--- config.mk ---
export PLATFORM = sky130hd
export DESIGN_NAME = servo_command_packet_framer
export DESIGN_NICKNAME = d
export VERILOG_FILES = /design/src/rtl/scpf_pkg.sv /design/src/rtl/servo_command_packet_framer.sv /design/src/rtl/scpf_frame.sv /design/src/rtl/scpf_serial.sv
export VERILOG_INCLUDE_DIRS = /design/src /design/src/rtl
export SDC_FILE = /design/constraint.sdc
export NUM_CORES = 1
export LEC_CHECK = 0
export ABC_AREA = 0
export BUFFER_PORTS_ARGS = -buffer_cell sky130_fd_sc_hd__buf_2
export CAP_MARGIN = 10
export CORE_MARGIN = 2
export CORE_UTILIZATION = 50
export CTS_CLUSTER_SIZE = 8
export DETAILED_ROUTE_END_ITERATION = 6
export PLACE_DENSITY = 0.7
export SETUP_SLACK_MARGIN = 0.4
export SLEW_MARGIN = 0
export SYNTH_ARGS = -nofsm -noshare
export SYNTH_HDL_FRONTEND = slang
export SYNTH_SLANG_ARGS = --single-unit
--- constraint.sdc ---
create_clock -name clk -period 3.35 [get_ports clk]
set_input_delay 0.5025 -clock clk [delete_from_list [all_inputs] [get_ports clk]]
set_output_delay 0.5025 -clock clk [all_outputs]
set_load 0.03 [all_outputs]
--- src/rtl/assert_macros.svh ---
// ----------------------------------------------------------------------------
// assert_macros.svh
// Clocked assertion shorthands shared by the servo packet framer RTL.
// ----------------------------------------------------------------------------
`ifndef ASSERT_MACROS_SVH
`define ASSERT_MACROS_SVH

// check prop at every rising edge outside reset
`define ASSERT_CLK(label, clk, rst_n, prop, msg) \
	label: assert property (@(posedge clk) disable iff (!rst_n) (prop)) else $error(msg);

// flag any edge at which cond holds outside reset
`define ASSERT_NEVER(label, clk, rst_n, cond, msg) \
	label: assert property (@(posedge clk) disable iff (!rst_n) !(cond)) else $error(msg);

`endif

--- src/rtl/scpf_pkg.sv ---
// ----------------------------------------------------------------------------
// scpf_pkg
// Shared codes, constants and the burst descriptor of the servo packet framer.
// ----------------------------------------------------------------------------
`default_nettype none

package scpf_pkg;

	localparam logic [7:0] START_BYTE = 8'hFF;
	localparam logic [7:0] LEN_EXTRA  = 8'h02;
	localparam int         BURST_MAX  = 6;
	localparam int         BURST_CW   = $clog2(BURST_MAX + 1);

	typedef enum logic {
		OP_HEADER = 1'b0,
		OP_PARAM  = 1'b1
	} opcode_t;

	typedef struct packed {
		logic [BURST_MAX-1:0][7:0] bytes;
		logic [BURST_CW-1:0]       count;
		logic                      port;
		logic                      closes;
	} burst_t;

endpackage

`default_nettype wire

--- src/rtl/servo_command_packet_framer.sv ---
// ----------------------------------------------------------------------------
// servo_command_packet_framer
// Frames servo command packets with an inverted byte-sum checksum.
// ----------------------------------------------------------------------------
// Input channel (in_valid/in_ready) takes one word per handshake: a header
// word (opcode 0) or a parameter word (opcode 1). A header emits FF FF id
// length instruction, plus the checksum when its count is zero; a parameter
// emits its byte, plus the checksum when it is the last one. Parameters with
// no open packet produce nothing; a header mid-packet abandons the open one.
// Output channel (out_valid/out_ready) carries one byte per handshake, with
// end_of_packet on the checksum and end_of_run on the last byte of a word.
// A word's first byte passes the burst register and then the output register.
// The shifter sends one output byte per cycle while the receiver keeps up; a
// header makes 5 or 6 bytes, a parameter 1 or 2 and a dropped word none,
// and the next word is taken in the cycle the last byte moves out.
// Reset clears the packet state and empties both stages. A stalled receiver
// holds the output byte; the shifter then holds and input backs up.
// ----------------------------------------------------------------------------
`default_nettype none

module servo_command_packet_framer #(
	parameter int MAX_PARAMS = 32
) (
	input  wire logic       clk,
	input  wire logic       arst_n,
	input  wire logic       in_valid,
	output logic            in_ready,
	input  wire logic       opcode,
	input  wire logic [7:0] servo_id,
	input  wire logic [7:0] instruction,
	input  wire logic [5:0] param_count,
	input  wire logic [7:0] param_byte,
	input  wire logic       port_select,
	output logic            out_valid,
	input  wire logic       out_ready,
	output logic [7:0]      tx_byte,
	output logic            tx_port,
	output logic            end_of_packet,
	output logic            end_of_run
);

	scpf_pkg::burst_t burst;
	logic             accept;

	assign accept = in_valid && in_ready;

	scpf_frame #(
		.MAX_PARAMS(MAX_PARAMS)
	) u_frame (
		.clk        (clk),
		.arst_n     (arst_n),
		.accept     (accept),
		.opcode     (opcode),
		.servo_id   (servo_id),
		.instruction(instruction),
		.param_count(param_count),
		.param_byte (param_byte),
		.port_select(port_select),
		.burst      (burst)
	);

	scpf_serial u_serial (
		.clk          (clk),
		.arst_n       (arst_n),
		.in_valid     (in_valid),
		.load_ready   (in_ready),
		.burst        (burst),
		.out_valid    (out_valid),
		.out_ready    (out_ready),
		.tx_byte      (tx_byte),
		.tx_port      (tx_port),
		.end_of_packet(end_of_packet),
		.end_of_run   (end_of_run)
	);

endmodule

`default_nettype wire

--- src/rtl/scpf_frame.sv ---
// ----------------------------------------------------------------------------
// scpf_frame
// Packet state and burst decode: turns one input word into its output bytes.
// ----------------------------------------------------------------------------
`default_nettype none
`include "assert_macros.svh"

module scpf_frame #(
	parameter int MAX_PARAMS = 32
) (
	input  wire logic                  clk,
	input  wire logic                  arst_n,
	input  wire logic                  accept,
	input  wire logic                  opcode,
	input  wire logic [7:0]            servo_id,
	input  wire logic [7:0]            instruction,
	input  wire logic [5:0]            param_count,
	input  wire logic [7:0]            param_byte,
	input  wire logic                  port_select,
	output scpf_pkg::burst_t           burst
);

	localparam int CW = (MAX_PARAMS >= 63) ? 6 : $clog2(MAX_PARAMS + 1);

	logic          packet_open_q;
	logic [CW-1:0] params_left_q;
	logic [7:0]    running_sum_q;
	logic          current_port_q;

	logic          open_d;
	logic [CW-1:0] left_d;
	logic [7:0]    sum_d;
	logic          port_d;
	logic [5:0]    count_sat;
	logic [7:0]    len;
	logic [CW-1:0] left_dec;
	logic [7:0]    sum_param;

	always_comb begin
		if ({2'b00, param_count} > 8'(MAX_PARAMS)) begin
			count_sat = 6'(MAX_PARAMS);
		end else begin
			count_sat = param_count;
		end
		len       = {2'b00, count_sat} + scpf_pkg::LEN_EXTRA;
		left_dec  = params_left_q - CW'(1);
		sum_param = running_sum_q + param_byte;

		open_d       = packet_open_q;
		left_d       = params_left_q;
		sum_d        = running_sum_q;
		port_d       = current_port_q;
		burst        = '0;
		burst.port   = current_port_q;

		if (opcode == scpf_pkg::OP_HEADER) begin
			sum_d          = servo_id + len + instruction;
			port_d         = port_select;
			burst.port     = port_select;
			burst.bytes[0] = scpf_pkg::START_BYTE;
			burst.bytes[1] = scpf_pkg::START_BYTE;
			burst.bytes[2] = servo_id;
			burst.bytes[3] = len;
			burst.bytes[4] = instruction;
			burst.bytes[5] = ~sum_d;
			if (count_sat == 6'd0) begin
				open_d       = 1'b0;
				left_d       = '0;
				burst.count  = scpf_pkg::BURST_CW'(6);
				burst.closes = 1'b1;
			end else begin
				open_d      = 1'b1;
				left_d      = CW'(count_sat);
				burst.count = scpf_pkg::BURST_CW'(5);
			end
		end else if (packet_open_q && params_left_q != '0) begin
			sum_d          = sum_param;
			left_d         = left_dec;
			burst.bytes[0] = param_byte;
			burst.bytes[1] = ~sum_param;
			if (left_dec == '0) begin
				open_d       = 1'b0;
				burst.count  = scpf_pkg::BURST_CW'(2);
				burst.closes = 1'b1;
			end else begin
				burst.count = scpf_pkg::BURST_CW'(1);
			end
		end
	end

	always_ff @(posedge clk or negedge arst_n) begin
		if (!arst_n) begin
			packet_open_q  <= 1'b0;
			params_left_q  <= '0;
			running_sum_q  <= '0;
			current_port_q <= 1'b0;
		end else if (accept) begin
			packet_open_q  <= open_d;
			params_left_q  <= left_d;
			running_sum_q  <= sum_d;
			current_port_q <= port_d;
		end
	end

	`ASSERT_CLK(a_open_matches_left, clk, arst_n, packet_open_q == (params_left_q != '0), "open flag disagrees with parameter count")
	`ASSERT_CLK(a_drop_keeps_sum, clk, arst_n, accept && opcode == scpf_pkg::OP_PARAM && !packet_open_q |=> $stable(running_sum_q) && !packet_open_q, "dropped word changed packet state")

endmodule

`default_nettype wire

--- src/rtl/scpf_serial.sv ---
// ----------------------------------------------------------------------------
// scpf_serial
// Burst register and byte shifter feeding the output register.
// ----------------------------------------------------------------------------
`default_nettype none
`include "assert_macros.svh"

module scpf_serial (
	input  wire logic             clk,
	input  wire logic             arst_n,
	input  wire logic             in_valid,
	output logic                  load_ready,
	input  wire scpf_pkg::burst_t burst,
	output logic                  out_valid,
	input  wire logic             out_ready,
	output logic [7:0]            tx_byte,
	output logic                  tx_port,
	output logic                  end_of_packet,
	output logic                  end_of_run
);

	localparam int N  = scpf_pkg::BURST_MAX;
	localparam int CW = scpf_pkg::BURST_CW;

	logic [N-1:0][7:0] sh_s1;
	logic [CW-1:0]     cnt_s1;
	logic              port_s1;
	logic              closes_s1;

	logic              out_valid_s2;
	logic [7:0]        tx_byte_s2;
	logic              tx_port_s2;
	logic              eop_s2;
	logic              eor_s2;

	logic              out_free;
	logic              move;
	logic              last;
	logic              load;

	assign out_free   = !out_valid_s2 || out_ready;
	assign move       = (cnt_s1 != '0) && out_free;
	assign last       = (cnt_s1 == CW'(1));
	assign load_ready = (cnt_s1 == '0) || (last && out_free);
	assign load       = in_valid && load_ready && (burst.count != '0);

	always_ff @(posedge clk or negedge arst_n) begin
		if (!arst_n) begin
			cnt_s1 <= '0;
		end else if (load) begin
			cnt_s1 <= burst.count;
		end else if (move) begin
			cnt_s1 <= cnt_s1 - CW'(1);
		end
	end

	always_ff @(posedge clk) begin
		if (load) begin
			sh_s1     <= burst.bytes;
			port_s1   <= burst.port;
			closes_s1 <= burst.closes;
		end else if (move) begin
			sh_s1 <= {8'h00, sh_s1[N-1:1]};
		end
	end

	always_ff @(posedge clk or negedge arst_n) begin
		if (!arst_n) begin
			out_valid_s2 <= 1'b0;
		end else if (move) begin
			out_valid_s2 <= 1'b1;
		end else if (out_ready) begin
			out_valid_s2 <= 1'b0;
		end
	end

	always_ff @(posedge clk) begin
		if (move) begin
			tx_byte_s2 <= sh_s1[0];
			tx_port_s2 <= port_s1;
			eop_s2     <= closes_s1 && last;
			eor_s2     <= last;
		end
	end

	assign out_valid     = out_valid_s2;
	assign tx_byte       = tx_byte_s2;
	assign tx_port       = tx_port_s2;
	assign end_of_packet = eop_s2;
	assign end_of_run    = eor_s2;

	`ASSERT_CLK(a_cnt_range, clk, arst_n, cnt_s1 <= CW'(N), "burst count out of range")
	`ASSERT_CLK(a_eop_closes_run, clk, arst_n, out_valid_s2 && eop_s2 |-> eor_s2, "packet end without run end")

endmodule

`default_nettype wire
==> results of run 1 <==
[layout by cell type (no fill, tap or decap), types with 2 or more instances in the layout]
master,synthesis,layout
edfxtp_1,61,61
buf_2,3,48
nor2_1,44,44
nand2_1,28,28
a21oi_1,27,27
a22o_1,20,20
dfrtp_1,20,20
inv_1,19,19
ha_1,18,18
o21ai_0,12,12
o21ai_1,11,11
nor2b_1,9,9
xnor2_1,9,9
fa_1,9,9
clkbuf_8,0,9
buf_4,2,8
o22ai_1,6,6
xor2_1,5,5
a31oi_1,5,5
nand2b_1,4,4
a21o_1,4,4
a211oi_1,4,4
mux2i_1,4,4
nor3_1,4,3
o21bai_1,3,3
o21a_1,3,3
and2_1,3,3
clkinvlp_4,0,3
nor4_1,2,2
nand3_1,2,2
inv_2,2,2
nor3_2,1,2
mux2_2,2,2
a22oi_1,2,2
o31a_1,2,2
o22a_1,2,2
inv_6,0,2
[area by class of cell]
class                   count  area (um^2)
multi-input cells         261         1821
inverters                  21        78.83
flip-flops and latches     81         2332
repair buffers             56        300.3
clock inverters             7        53.80
clock buffers               9        123.9
fillers                   701         3458
well taps                 105        131.4
[final timing paths]
path                       slack [ns]                                 start                                   end
max                              0.72                        param_count[5]      u_serial.sh_s1[47]$_SDFFCE_PP0P_
min                              0.09                                arst_n        u_serial.cnt_s1[1]$_DFFE_PN0P_
max reg2reg                      0.83  u_frame.params_left_q[0]$_DFFE_PN0P_           u_serial.sh_s1[4]$_DFFE_PP_
min reg2reg                      0.42           u_serial.sh_s1[0]$_DFFE_PP_         u_serial.tx_byte[0]$_DFFE_PP_
max in group asynchronous        2.91                                arst_n  u_frame.params_left_q[1]$_DFFE_PN0P_
min in group clk                 0.42           u_serial.sh_s1[0]$_DFFE_PP_         u_serial.tx_byte[0]$_DFFE_PP_
[state kept, by name, indices dropped and copies added, names as in the netlist]
register	cells
u_serial.sh_s1	48
u_frame.running_sum_q	8
u_serial.tx_byte	8
u_frame.params_left_q	6
u_serial.cnt_s1	3
u_frame.current_port_q	1
u_frame.packet_open_q	1
u_serial.closes_s1	1
u_serial.end_of_packet	1
u_serial.end_of_run	1
u_serial.out_valid	1
u_serial.port_s1	1
u_serial.tx_port	1
[through the flow]
step	power, mW	instance area (um^2)	utilization
after global routing	4.493	4841	0.5833
after detailed placement	3.540	4663	0.5619
after global placement	3.490	4663	0.5619
after CTS	4.215	4841	0.5833
after floorplan	3.101	4324	-
final	4.202	4841	0.5833
[worst reg2reg max path: stages, from the launching register on]
cell     delay (ns)
dfrtp_1        0.42
inv_1          0.11
ha_1           0.19
or3b_1         0.40
o31a_4         0.34
o21ai_4        0.19
inv_2          0.13
buf_4          0.27
nor2_1         0.16
a21oi_1        0.06
[cell families after synthesis]
logic type	count (synthesis)	synth area share
other cells	1	0.0008672
compound gates	111	0.1762
flops	81	0.5394
buf+inv	37	0.04080
mux	6	0.01447
simple gates	102	0.1062
xor+xnor	14	0.02836
fa+ha+maj	27	0.09375
[metal layers]
metal  part of all wire  wire [um]  track usage
met1               0.47       4422       0.3055
met2               0.46       4390       0.3280
met3              0.053        505      0.04624
met4              0.019        184      0.07367
met5                  0          0            0
[power groups by stage]
stage	clock network, mW	logic, mW	registers, mW
floorplan	0	1.13	1.98
global placement	0	1.58	1.91
detailed placement	0	1.61	1.93
CTS	0.684	1.62	1.91
global route	0.730	1.81	1.95
finish	0.674	1.62	1.91
==> flow_metrics.tcl, run 1 <==
set metrics [dict create \
    status "completed" \
    p_int_mw 2.616 \
    n_antenna_cell 0 \
    syn2layout_area_growth_pct 11.95 \
    cp_max_fo 9 \
    syn_area_per_cell_um2 11.41 \
    criticalPathCategory "in2reg" \
    drv_slew 0 \
    setup_ws_ns 0.7221 \
    timing.final.crit_period_ns 2.628 \
    crit_top_cell "inv_1" \
    hold_viol 0 \
    synth_edf_count 61 \
    reg2reg_depth 9 \
    yosys_warnings 0 \
    place.gp.congestion 0.8999 \
    final_cells 540 \
    die_h_um 97.00 \
    min_period_over_period 0.7845 \
    grt_usage 0.2145 \
    cts.sinks 81 \
    ys_async_sr_fraction 0.2469 \
    antenna_found_initial 0 \
    synth_area_mm2 0.004324 \
    via_per_inst 5.769 \
    ant_nets 0 \
    synth_common_cells "edfxtp_1 (61), nor2_1 (44), nand2_1 (28)" \
    p_switching_mw 1.587 \
    rsz0062_at_grt "no" \
    clk_latency_ns 0.37 \
    critPathTopFamily "adder cells" \
    pre_cts_ws_ns 0.3414 \
    synth_flop_cell "edfxtp_1" \
    drt_iter0_drc 174 \
    whs_ns 0.08556 \
    combPwrFrac 0.386 \
    place.port_buffers 48 \
    drv_cap 0 \
    cpPeakStageDelay_ns 0.47 \
    grt_max_degree 36 \
    startpoint_type "primary input" \
    core_mm2 0.008299 \
    clock-skew-final_ns 0.01131 \
    cts_hold_buf 0 \
    start_util 0.5210 \
    cts-buffers-inserted 9 \
    power.density_mw_per_mm2 868.1 \
    syn-num-nets 442 \
    drcViolationCount 0 \
    vdd_ir_drop_max_mv 0.3405 \
    yosys.area.top_type_share 0.4236 \
    ys_ff_latch 81 \
    cp.depth 12 \
    cts_max_level 3 \
    relSlewSlack 0.4091 \
    p_sw_frac 0.3775 \
    cts_resized 0 \
    cp.buffers_inverters 4 \
    min_path_type "in2async" \
    yosysTopAreaCell "edfxtp_1" \
    ios 49 \
    die_w_um 97.00 \
    cts_setup_buffers 0 \
    worstPathArrival_ns 2.78 \
    p_clk_frac 0.160 \
    cts_buffer_depth 2 \
    tns_ns 0 \
    finalNetCount 493 \
    fmax_ghz 0.3805 \
    seq_area_frac_synth 0.5394 \
    synth_area_leaders "edfxtp_1 (42%), dfrtp_1 (12%), ha_1 (5.2%)" \
    synth_cell_types 53 \
    crit_required_ns 3.50 \
    routed_wl_um 9503 \
    endpoint_kind "flop" \
    first_pass_iters 4 \
    die_area_mm2 0.009408 \
    cpMaxStageDelayCell "fa_1" \
    vias 3115 \
    worst_slew_pin_slew_ns 0.8815 \
    postSynthCellCount 379 \
    path_cells "buf_2, nand2b_1, inv_1, fa_1, inv_1, ha_1, inv_1, fa_1, nor2b_1, o31a_1, o21a_1, o31ai_1" \
    dp_hpwl_um 6644 \
    path_clk_slew_ns 0.09 \
    seq_power_share 0.454 \
    grt_overflow 0 \
    drive_gt1_frac 0.1931 \
    yosysMostFrequentCell "edfxtp_1" \
    grt_pass1_vias 3068 \
    wl_per_cell_um 17.60 \
    grt_first_pass_wirelength_um 15700 \
    cts_tree "done" \
    setup_viol 0 \
    cts_root_buffer "clkbuf_8" \
    p_leak_nw 2.003 \
    place_inst 524 \
    rows 33 \
]
Note: power is estimated with default switching activity, not from simulation.
==> inputs of run 2 (changes only) <==
--- a/config.mk
+++ b/config.mk
@@ -6,14 +6,14 @@
 export SDC_FILE = /design/constraint.sdc
 export NUM_CORES = 1
 export LEC_CHECK = 0
-export ABC_AREA = 0
+export ABC_AREA = 1
 export BUFFER_PORTS_ARGS = -buffer_cell sky130_fd_sc_hd__buf_2
 export CAP_MARGIN = 10
 export CORE_MARGIN = 2
 export CORE_UTILIZATION = 50
 export CTS_CLUSTER_SIZE = 8
 export DETAILED_ROUTE_END_ITERATION = 6
-export PLACE_DENSITY = 0.7
+export PLACE_DENSITY = 0.72
 export SETUP_SLACK_MARGIN = 0.4
 export SLEW_MARGIN = 0
 export SYNTH_ARGS = -nofsm -noshare
==> constraint.sdc (replaced) <==
create_clock -name clk -period 2.2 [get_ports clk]
set_input_delay 0.33 -clock clk [delete_from_list [all_inputs] [get_ports clk]]
set_output_delay 0.33 -clock clk [all_outputs]
set_load 0.03 [all_outputs]
==> flow_metrics.tcl, run 2 <==
set metrics [dict create \
    status "finished, violations left" \
    violations "setup timing" \
    synth_compound_area_frac 0.06734 \
    yosysMostFrequentCell "nand2_1" \
    grt_overflow 0 \
    cts.sinks 81 \
    yosys_warnings 0 \
    start_util 0.5212 \
    whs_ns 0.3025 \
    seq_area_frac_synth 0.5082 \
    drv_cap 0 \
    crit_required_ns 2.50 \
    p_clk_frac 0.136 \
    clk_latency_ns 0.36 \
    cpMaxStageDelayCell "fa_1" \
    largest_register_ff_count 48 \
    synth-xor-area-share 0.01145 \
    p_sw_frac 0.3831 \
    vdd_ir_drop_max_mv 0.4984 \
    cp.buffers_inverters 5 \
    finalNetCount 709 \
    cts_root_buffer "clkbuf_8" \
    routed_wl_um 12570 \
    ys_async_sr_fraction 0.2469 \
    postLayoutCoreUtil 0.7410 \
    criticalPathCategory "in2reg" \
    cts_buffer_depth 2 \
    cts-buffers-inserted 9 \
    place.port_buffers 48 \
    p_switching_mw 3.358 \
    cts_max_level 3 \
    synth_cell_types 32 \
    p_int_mw 5.407 \
    grt_pass1_vias 3732 \
    antenna_found_initial 0 \
    syn-num-nets 596 \
    worst_slew_pin_slew_ns 0.5259 \
    seq_power_share 0.342 \
    grt_usage 0.2310 \
    clock-skew-final_ns 0.01221 \
    crit_top_cell "nand2_1" \
    cp_max_fo 4 \
    ys_ff_latch 81 \
    worstPathArrival_ns 2.58 \
    vias 4098 \
    place.gp.congestion 0.8902 \
    n_fill_cell 573 \
    via_per_inst 5.399 \
    synth_top_family_by_area "simple AND/OR/NAND/NOR gates" \
    drv_slew 0 \
    die_area_mm2 0.009961 \
    grt_first_pass_wirelength_um 17760 \
    n_antenna_cell 0 \
    min_period_over_period 1.037 \
    drive_gt1_frac 0.3748 \
    endpoint_kind "flop" \
    power.density_mw_per_mm2 1343 \
    synth-simple-area-share 0.2418 \
    path_clk_slew_ns 0.09 \
    grt_max_degree 41 \
    syn2layout_area_growth_pct 42.18 \
    synth_flop_cell "edfxtp_1" \
    path_cells "buf_8, inv_4, nor2_4, inv_2, nor2_4, nand2_2, xor2_2, inv_1, fa_1, ha_4, nand2_4, nand2_4, o21bai_4, inv_2, nand2_2, nand3_1, nand2_1, nand2_1, nand2_1" \
    critPathTopFamily "adder cells" \
    ant_nets 0 \
    wl_per_cell_um 16.55 \
    relSlewSlack 0.6494 \
    cpPeakStageDelay_ns 0.48 \
    synth_common_cells "nand2_1 (170), inv_1 (73), edfxtp_1 (61)" \
    synthMuxAreaShare 0 \
    cts_tree "done" \
    first_pass_iters 5 \
    die_w_um 99.81 \
    tns_ns -0.3351 \
    rows 34 \
    yosys.area.top_type_share 0.3991 \
    layout_common_cells "nand2_1 (127), edfxtp_1 (61), inv_1 (57)" \
    setup_viol 7 \
    yosysTopAreaCell "edfxtp_1" \
    min_path_type "in2reg" \
    postSynthCellCount 533 \
    setup_ws_ns -0.08191 \
    p_leak_nw 3.070 \
    syn_area_per_cell_um2 8.611 \
    drcViolationCount 0 \
    hold_viol 0 \
    final_common_cell "nand2_1" \
    drt_iter0_drc 277 \
    rsz0062_at_grt "yes" \
    timing.final.crit_period_ns 2.282 \
    synth_edf_count 61 \
    dp_hpwl_um 7010 \
    largest_register "u_serial.sh_s1" \
    startpoint_type "primary input" \
    synth_area_mm2 0.004589 \
    fmax_ghz 0.4382 \
    core_mm2 0.008806 \
    synth_area_leaders "edfxtp_1 (40%), nand2_1 (14%), dfrtp_1 (11%)" \
    synth_adder_area_share 0.08833 \
    combPwrFrac 0.522 \
    die_h_um 99.81 \
    ios 49 \
    p_total_mw 8.764 \
]
==> run 2: cell count changes in the layout (fill, tap and decap cells not counted), moves of 20 or more <==
cell     delta
nand2_1    +99
nand2_2    +26
nand3_1    +29
inv_1      +38
buf_4      +25
a22o_1     -20
==> run 2: power groups by stage <==
stage               Clock (mW)  Combinational [mW]  Sequential, mW
floorplan                    0                1.93            3.12
CTS                       1.19                3.73            2.92
global placement             0                2.77            2.92
detailed placement           0                2.85            2.95
global route              1.26                4.97            3.07
finish                    1.19                4.58            3.00
==> run 2: cell type report <==
| type | instances | area [um^2] | share of cell area |
|---|---|---|---|
| clock buffers | 10 | 127.6 | 0.01956 |
| clock inverters | 6 | 83.83 | 0.01285 |
| inverters | 76 | 294.0 | 0.04506 |
| multi-input cells | 360 | 2376 | 0.3641 |
| flip-flops and latches | 81 | 2335 | 0.3578 |
| well taps | 108 | 135.1 | 0.02071 |
| repair buffers | 118 | 1174 | 0.1799 |
==> run 2: what timing repair did <==
item	CTS	global route
pin swaps	29	38
setup buffers	17	17
gates resized for setup	39	108
hold buffers	1	0
endpoints found under the setup margin	88	101
hold endpoints to repair	20	0
cloned	8	5
==> run 2: kinds of logic (layout without fill, tap and decap cells) <==
family | Yosys count | in the layout
buf+inv | 92 | 210
xor+xnor | 6 | 6
other cells | 1 | 1
flops | 81 | 81
simple gates | 272 | 272
compound gates | 54 | 54
fa+ha+maj | 27 | 27
==> run 2: tightest hold or removal path: cells and delay by family <==
kind | cells | cell delay (ns)
simple gates | 2 | 0.13
buf+inv | 1 | 0.10
==> run 2: through the flow <==
step	setup slack, ns	area [um^2]	std cells
after floorplan	-0.2390	4720	533
after global placement	-0.4460	5185	695
after detailed placement	-0.6000	5185	695
after CTS	-0.06635	5921	737
after global routing	-0.1623	6525	759
final	-0.08191	6525	759
==> run 2: per-layer routing <==
layer / share of wire / GRT usage
met1: 0.43 / 0.3124
met2: 0.49 / 0.3789
met3: 0.055 / 0.05014
met4: 0.024 / 0.06639
met5: 0 / 0
==> run 2: path summary, 6_finish.rpt <==
path	startpoint	end	slack, ns	depth (start not counted)
min in group asynchronous	arst_n	u_frame.params_left_q[1]$_DFFE_PN0P_	0.48	2
max in group asynchronous	arst_n	u_serial.out_valid$_DFFE_PN0P_	1.33	2
worst min register to register	u_serial.sh_s1[2]$_DFFE_PP_	u_serial.tx_byte[2]$_DFFE_PP_	0.43	0
worst max-delay path	param_count[1]	u_frame.running_sum_q[5]$_DFFE_PN0P_	-0.08	19
worst min-delay path	instruction[6]	u_serial.sh_s1[38]$_DFFE_PP_	0.30	3
worst max register to register	u_serial.cnt_s1[1]$_DFFE_PN0P_	u_serial.sh_s1[2]$_DFFE_PP_	0.24	13
